`config.mk`:
```
export PLATFORM = sky130hd
export DESIGN_NAME = stack_vm_uint16_alu
export DESIGN_NICKNAME = d
export VERILOG_FILES = /design/src/hdl/svalu_pkg.sv /design/src/hdl/svalu_cell.sv /design/src/hdl/svalu_front.sv /design/src/hdl/stack_vm_uint16_alu.sv
export SDC_FILE = /design/constraint.sdc
export NUM_CORES = 2
export LEC_CHECK = 0
export BUFFER_PORTS_ARGS = -buffer_cell sky130_fd_sc_hd__buf_2
export CORE_ASPECT_RATIO = 0.9
export CORE_MARGIN = 4
export CORE_UTILIZATION = 48
export CTS_CLUSTER_DIAMETER = 100
export CTS_CLUSTER_SIZE = 28
export DETAILED_ROUTE_END_ITERATION = 7
export GPL_TIMING_DRIVEN = 0
export PLACE_DENSITY_LB_ADDON = 0.08
export RECOVER_POWER = 100
export SLEW_MARGIN = 15
export SYNTH_ARGS = -nofsm -noshare
export SYNTH_HDL_FRONTEND = slang
export SYNTH_HIERARCHICAL = 1
export SYNTH_SLANG_ARGS = --single-unit
```
`constraint.sdc`:
```
create_clock -name clock -period 8.8 [get_ports clock]
set_input_delay 0.44 -clock clock [delete_from_list [all_inputs] [get_ports clock]]
set_output_delay 0.44 -clock clock [all_outputs]
set_load 0.005 [all_outputs]
```
`src/hdl/svalu_pkg.sv`:
```
// Package for the 16-bit stack machine ALU: widths, opcodes, beat structs.
// No dependencies.
package svalu_pkg;
   localparam int DataWidth = 16;
   localparam int CellCount = DataWidth;

   typedef enum logic [4:0] {
      OP_SHIFT = 5'd0, OP_NOT = 5'd1, OP_ABS = 5'd2, OP_NEG = 5'd3,
      OP_ADD = 5'd4, OP_SUB = 5'd5, OP_MUL = 5'd6, OP_DIV = 5'd7,
      OP_MOD = 5'd8, OP_EQ = 5'd9, OP_NE = 5'd10, OP_LT = 5'd11,
      OP_LE = 5'd12, OP_GT = 5'd13, OP_GE = 5'd14, OP_AND = 5'd15,
      OP_OR = 5'd16, OP_XOR = 5'd17, OP_MIN = 5'd18, OP_MAX = 5'd19
   } op_type;

   typedef struct packed {
      logic [4:0]           op;
      logic [DataWidth-1:0] lhs;
      logic [DataWidth-1:0] rhs;
      logic signed [7:0]    shift_count;
   } req_type;

   typedef struct packed {
      logic [DataWidth-1:0] result;
      logic                 is_truth;
      logic                 divide_fault;
   } rsp_type;

   // Work carried down the divider chain.
   typedef struct packed {
      logic                 valid;
      logic                 is_div;
      logic                 is_mod;
      logic [DataWidth-1:0] rem;
      logic [DataWidth-1:0] quo;   // dividend bits shift out, quotient bits in
      logic [DataWidth-1:0] dvs;
      rsp_type              rsp;   // result for non-divide ops
   } cell_type;
endpackage

```
`src/hdl/svalu_cell.sv`:
```
// One restoring-division step cell of the pipelined divider chain.
// Depends on svalu_pkg.
module svalu_cell import svalu_pkg::*; (
   input  logic     clock,
   input  logic     reset,
   input  logic     advance,
   input  cell_type cell_in,
   output cell_type cell_out
);
   cell_type             cell_ff, cell_in_w;
   logic [DataWidth:0]   trial;
   logic [DataWidth:0]   diff;

   always_comb begin
      cell_in_w = cell_in;
      trial = {cell_in.rem, cell_in.quo[DataWidth-1]};
      diff  = trial - {1'b0, cell_in.dvs};
      cell_in_w.quo = {cell_in.quo[DataWidth-2:0], ~diff[DataWidth]};
      if (diff[DataWidth]) begin
         cell_in_w.rem = trial[DataWidth-1:0];
      end else begin
         cell_in_w.rem = diff[DataWidth-1:0];
      end
   end

   always_ff @(posedge clock) begin
      if (reset) begin
         cell_ff.valid <= 1'b0;
      end else if (advance) begin
         cell_ff <= cell_in_w;
      end
   end

   assign cell_out = cell_ff;
endmodule

```
`src/hdl/svalu_front.sv`:
```
// Input stage: decodes the opcode, computes all non-divide operations and
// primes the divider chain. Depends on svalu_pkg.
module svalu_front import svalu_pkg::*; (
   input  logic     clock,
   input  logic     reset,
   input  logic     advance,
   input  logic     req_valid,
   input  req_type  req_data,
   output cell_type cell_out
);
   cell_type                 cell_ff, cell_in;
   logic [DataWidth-1:0]     a, b, r;
   logic [2*DataWidth-1:0]   prod;
   logic [7:0]               mag;
   logic                     truth, zero;

   always_comb begin
      a = req_data.lhs;
      b = req_data.rhs;
      prod = a * b;
      mag = req_data.shift_count[7] ? 8'(-req_data.shift_count) : req_data.shift_count;
      zero = (b == '0);
      truth = 1'b0;
      r = '0;
      case (req_data.op)
         OP_SHIFT: begin
            if (mag >= 8'(DataWidth)) r = '0;
            else if (req_data.shift_count[7]) r = a >> mag;
            else r = a << mag;
         end
         OP_NOT: r = ~b;
         OP_ABS: r = b;
         OP_NEG: r = -b;
         OP_ADD: r = a + b;
         OP_SUB: r = a - b;
         OP_MUL: r = prod[DataWidth-1:0];
         OP_EQ: begin r = DataWidth'(a == b); truth = 1'b1; end
         OP_NE: begin r = DataWidth'(a != b); truth = 1'b1; end
         OP_LT: begin r = DataWidth'(a < b);  truth = 1'b1; end
         OP_LE: begin r = DataWidth'(a <= b); truth = 1'b1; end
         OP_GT: begin r = DataWidth'(a > b);  truth = 1'b1; end
         OP_GE: begin r = DataWidth'(a >= b); truth = 1'b1; end
         OP_AND: r = a & b;
         OP_OR:  r = a | b;
         OP_XOR: r = a ^ b;
         OP_MIN: r = (a < b) ? a : b;
         OP_MAX: r = (a > b) ? a : b;
         default: r = '0;
      endcase
      cell_in.valid  = req_valid;
      cell_in.is_div = (req_data.op == OP_DIV) && !zero;
      cell_in.is_mod = (req_data.op == OP_MOD) && !zero;
      cell_in.rem    = '0;
      cell_in.quo    = a;
      cell_in.dvs    = b;
      cell_in.rsp.result = r;
      cell_in.rsp.is_truth = truth;
      cell_in.rsp.divide_fault = zero &&
         ((req_data.op == OP_DIV) || (req_data.op == OP_MOD));
   end

   always_ff @(posedge clock) begin
      if (reset) begin
         cell_ff.valid <= 1'b0;
      end else if (advance) begin
         cell_ff <= cell_in;
      end
   end

   assign cell_out = cell_ff;
endmodule

```
`src/hdl/stack_vm_uint16_alu.sv`:
```
// Top level of the 16-bit stack machine ALU: front stage, divider cell chain.
// Depends on svalu_pkg, svalu_front, svalu_cell.
//
//   channel | direction | beat     | handshake
//   req     | in        | req_type | req_valid / req_stall
//   rsp     | out       | rsp_type | rsp_valid / rsp_stall
//
// One beat per cycle sustained while rsp_stall is low; a beat passes the front
// stage, then one restoring-division step per cell; every op rides the chain.
// The whole chain advances together: it holds while the last beat waits.
// Reset clears only valid bits. req_stall follows rsp_stall when the output
// beat is occupied; an empty slot anywhere does not collapse.
module stack_vm_uint16_alu import svalu_pkg::*; (
   input  logic    clock,
   input  logic    reset,
   input  logic    req_valid,
   output logic    req_stall,
   input  req_type req_data,
   output logic    rsp_valid,
   input  logic    rsp_stall,
   output rsp_type rsp_data
);
   cell_type chain [CellCount+1];
   logic     advance;
   cell_type last;

   // Stall the whole chain only when the output beat is held.
   assign advance   = !(last.valid && rsp_stall);
   assign req_stall = !advance;

   svalu_front u_front (
      .clock, .reset, .advance, .req_valid, .req_data,
      .cell_out(chain[0])
   );

   for (genvar i = 0; i < CellCount; i++) begin : g_cell
      svalu_cell u_cell (
         .clock, .reset, .advance,
         .cell_in(chain[i]), .cell_out(chain[i+1])
      );
   end

   assign last      = chain[CellCount];
   assign rsp_valid = last.valid;

   always_comb begin
      rsp_data = last.rsp;
      if (last.is_div) rsp_data.result = last.quo;
      else if (last.is_mod) rsp_data.result = last.rem;
   end
endmodule
```
==> run_summary.xml <==
<?xml version="1.0" encoding="UTF-8"?>
<metrics>
  <group name="placement">
    <metric name="dp_hpwl" unit="um">102000</metric>
    <metric name="gp_routability_congestion" unit="">0.941</metric>
    <metric name="port_buffers" unit="">62</metric>
  </group>
  <group name="pwr">
    <metric name="seq_power_share" unit="%">41.1</metric>
    <metric name="power_per_cell_area" unit="mW/mm2">299</metric>
    <metric name="p_clk_share" unit="%">14.5</metric>
    <metric name="p_sw_share" unit="%">35.6</metric>
    <metric name="combPwrFrac" unit="%">44.4</metric>
    <metric name="power.switching" unit="mW">6.77</metric>
    <metric name="internal-power" unit="mW">12.2</metric>
    <metric name="power_leakage" unit="nW">24.7</metric>
    <metric name="worst_ir_drop_vdd" unit="V">0.00106</metric>
  </group>
  <group name="route">
    <metric name="firstDrtPassIters" unit="">5</metric>
    <metric name="routed_wl" unit="um">132000</metric>
    <metric name="detailroute.via_count" unit="">35114</metric>
    <metric name="detail_route.iter0.violations" unit="">2319</metric>
    <metric name="avgViaCountPerCell" unit="">5.46</metric>
    <metric name="post_dr_wirelength_cell" unit="um">20.6</metric>
    <metric name="drc" unit="">0</metric>
    <metric name="ant_nets" unit="">0</metric>
  </group>
  <group name="synth">
    <metric name="syn_area_per_cell" unit="um2">13.2</metric>
    <metric name="synth.yosys.warnings" unit="">6</metric>
    <metric name="synth_area" unit="mm2">0.0603</metric>
    <metric name="synthesis.instances" unit="">4559</metric>
  </group>
  <group name="global_route">
    <metric name="grt_max_degree" unit="">35</metric>
    <metric name="first_global_vias" unit="">35536</metric>
    <metric name="grt-ovfl-total" unit="">0</metric>
    <metric name="grt_pass1_wl" unit="um">204000</metric>
    <metric name="m2_gr_usage" unit="%">35.3</metric>
    <metric name="met3_usage" unit="%">2.95</metric>
    <metric name="grt_use_met1" unit="%">25.6</metric>
    <metric name="antenna_found_initial" unit="">5</metric>
    <metric name="gr-usage-all-layers" unit="%">19.9</metric>
    <metric name="grt_busiest_layer" unit="">met2</metric>
  </group>
  <group name="critical_path">
    <metric name="critPathKind" unit="">in2reg</metric>
    <metric name="critical_path_buf_inv_count" unit="">8</metric>
    <metric name="crit_path_start_kind" unit="">input pin</metric>
    <metric name="critical_path.slowest_cell" unit="">sky130_fd_sc_hd__clkinv_1</metric>
    <metric name="cp_slowest_stage_delay" unit="ps">630</metric>
    <metric name="critical_path_arrival" unit="ps">8040</metric>
    <metric name="cell_family_with_the_largest_share_of_critical_path_delay" unit="">adder cells</metric>
    <metric name="critical_path.cell_chain" unit="">clkbuf_1 &gt; clkbuf_1 &gt; clkinv_1 &gt; nor2_1 &gt; fa_1 &gt; inv_1 &gt; fa_1 &gt; fa_1 &gt; fa_1 &gt; inv_1 &gt; fa_1 &gt; inv_1 &gt; fa_1 &gt; inv_1 &gt; ha_1 &gt; a21oi_1 &gt; inv_1 &gt; a221o_1 &gt; xnor2_1 &gt; o211ai_1 &gt; or4b_1</metric>
    <metric name="critPathCaptureType" unit="">register</metric>
    <metric name="cp.required" unit="ps">9170</metric>
    <metric name="worst_path_most_repeated_cell" unit="">sky130_fd_sc_hd__fa_1</metric>
    <metric name="worstPathMaxFanout" unit="">10</metric>
  </group>
  <group name="timing">
    <metric name="setup_viol_count_final" unit="">0</metric>
    <metric name="slew_violations" unit="">644</metric>
    <metric name="tns" unit="ps">0</metric>
    <metric name="fin_hold_ws" unit="ps">190</metric>
    <metric name="timing.clock.skew" unit="ps">60.5</metric>
    <metric name="fmax" unit="MHz">130</metric>
    <metric name="maxSlewHeadroom" unit="%">-47.4</metric>
    <metric name="finalHoldViolCount" unit="">0</metric>
    <metric name="timing.final.crit_share" unit="%">87.2</metric>
    <metric name="tightestPinTransition" unit="ps">2210</metric>
    <metric name="setup_repair_after_global_routing_missed_its_margin" unit="">no</metric>
    <metric name="fin_crit" unit="ps">7670</metric>
  </group>
  <group name="floorplanning">
    <metric name="core_area" unit="mm2">0.125</metric>
    <metric name="die_area" unit="mm2">0.131</metric>
    <metric name="die_w" unit="um">382</metric>
    <metric name="placement_rows" unit="">123</metric>
    <metric name="initial_utilization" unit="%">48.3</metric>
    <metric name="fp.dieH" unit="um">344</metric>
    <metric name="num_io_pins" unit="">69</metric>
  </group>
  <group name="cells_and_area">
    <metric name="antenna_cells" unit="">0</metric>
    <metric name="finalNetCount" unit="">5228</metric>
    <metric name="drive_above_1_share" unit="%">6.09</metric>
    <metric name="fin_util" unit="%">50.9</metric>
    <metric name="syn_to_final_growth" unit="%">5.44</metric>
  </group>
  <group name="clocking">
    <metric name="post_cts.repair.setup_buffers" unit="">0</metric>
    <metric name="cts_tree" unit="">built</metric>
    <metric name="cts_root_buffer" unit="">sky130_fd_sc_hd__clkbuf_16</metric>
    <metric name="clock_tree.buffer_depth" unit="">3</metric>
    <metric name="cts_resized" unit="">0</metric>
    <metric name="clk_transition_reported_paths" unit="ps">110</metric>
    <metric name="cts_num_sinks" unit="">1141</metric>
    <metric name="clock_latency" unit="ps">680</metric>
    <metric name="numCtsBuffers" unit="">50</metric>
    <metric name="h-tree-depth" unit="">2</metric>
  </group>
  <group name="run">
    <metric name="cap_viol_max_count" unit="">24</metric>
  </group>
  <group name="run_status">
    <metric name="violated_checks" unit="">max-capacitance violations, max-slew violations</metric>
    <metric name="status" unit="">finished with violations</metric>
  </group>
  <group name="hold_path">
    <metric name="hp-class" unit="">in2reg</metric>
  </group>
</metrics>
==> area by class of cell <==
class	instances	area (um2)
multi-input cells	2837	23000
fillers	10946	61300
well taps	1687	2110
inverters	471	1770
plain buffers	125	563
clock inverters	14	234
repair buffers	100	430
clock buffers	58	1320
flip-flops and latches	1141	34100
==> through the flow <==
step	power, mW	cells	instance area (um2)	setup slack [ps]
2_1_floorplan	15.1	4574	60300	2840
3_3_place_gp	17.3	6323	62700	787
3_5_place_dp	17.4	6357	63600	879
4_1_cts	20.2	6433	65200	1350
5_1_grt	20.4	6433	63500	1020
6_report	19.0	6433	63500	1130
==> power groups by stage <==
stage	clock network, mW	registers [mW]	logic, mW
floorplan	0	7.80	7.26
global placement	0	8.01	9.30
detailed placement	0	7.99	9.42
CTS	2.89	7.87	9.48
global route	3.08	7.93	9.37
finish	2.75	7.82	8.44
==> per-layer routing <==
layer	share of wire, %	vias up	wire length (um)
li1	-	17058	-
met1	43	17186	56500
met2	50	696	65700
met3	4.8	174	6400
met4	2.8	0	3730
met5	0	-	0
==> cell usage in the layout (no fill, tap or decap), types with 18 or more instances in the layout <==
cell type / n
sky130_fd_sc_hd__a211oi_1: 65
sky130_fd_sc_hd__a21o_1: 56
sky130_fd_sc_hd__a21oi_1: 207
sky130_fd_sc_hd__a311oi_1: 18
sky130_fd_sc_hd__and2_1: 18
sky130_fd_sc_hd__and3_1: 19
sky130_fd_sc_hd__and4_1: 18
sky130_fd_sc_hd__buf_2: 35
sky130_fd_sc_hd__clkbuf_1: 168
sky130_fd_sc_hd__clkbuf_16: 52
sky130_fd_sc_hd__edfxtp_1: 1124
sky130_fd_sc_hd__fa_1: 98
sky130_fd_sc_hd__ha_1: 355
sky130_fd_sc_hd__inv_1: 461
sky130_fd_sc_hd__mux2_1: 125
sky130_fd_sc_hd__mux2_2: 101
sky130_fd_sc_hd__mux2i_1: 89
sky130_fd_sc_hd__mux4_2: 24
sky130_fd_sc_hd__nand2_1: 220
sky130_fd_sc_hd__nand2b_1: 60
sky130_fd_sc_hd__nand3_1: 107
sky130_fd_sc_hd__nor2_1: 283
sky130_fd_sc_hd__nor2b_1: 52
sky130_fd_sc_hd__nor3_1: 25
sky130_fd_sc_hd__o2111ai_1: 25
sky130_fd_sc_hd__o211a_1: 34
sky130_fd_sc_hd__o211ai_1: 36
sky130_fd_sc_hd__o21a_1: 42
sky130_fd_sc_hd__o21ai_0: 201
sky130_fd_sc_hd__o21bai_1: 36
sky130_fd_sc_hd__o31a_1: 18
sky130_fd_sc_hd__o31ai_1: 19
sky130_fd_sc_hd__xnor2_1: 162
sky130_fd_sc_hd__xor2_1: 92
==> flip-flops by register name, summed over array words and instances, names as in the netlist <==
register	flops
g_cell.u_cell/cell_out	1088
u_front/cell_out	53
==> timing repair <==
| item | in CTS | in global routing |
|---|---|---|
| hold buffers | 4 | 0 |
| endpoints found under the setup margin | 0 | 0 |
| endpoints found under the hold margin | 4 | 0 |
==> final timing paths <==
check	slack (ps)	cells after the start	start	endpoint
setup reg to reg	3090	5	g_cell[15].u_cell/cell_out[68]$_SDFFE_PP0P_	g_cell[14].u_cell/cell_out[6]$_DFFE_PP_
setup / recovery	1130	21	req_data[28]	u_front/cell_out[15]$_DFFE_PP_
hold / removal	190	2	reset	g_cell[15].u_cell/cell_out[68]$_SDFFE_PP0P_
hold reg to reg	390	0	g_cell[1].u_cell/cell_out[17]$_DFFE_PP_	g_cell[2].u_cell/cell_out[17]$_DFFE_PP_
Note: power is estimated with default switching activity, not from simulation.
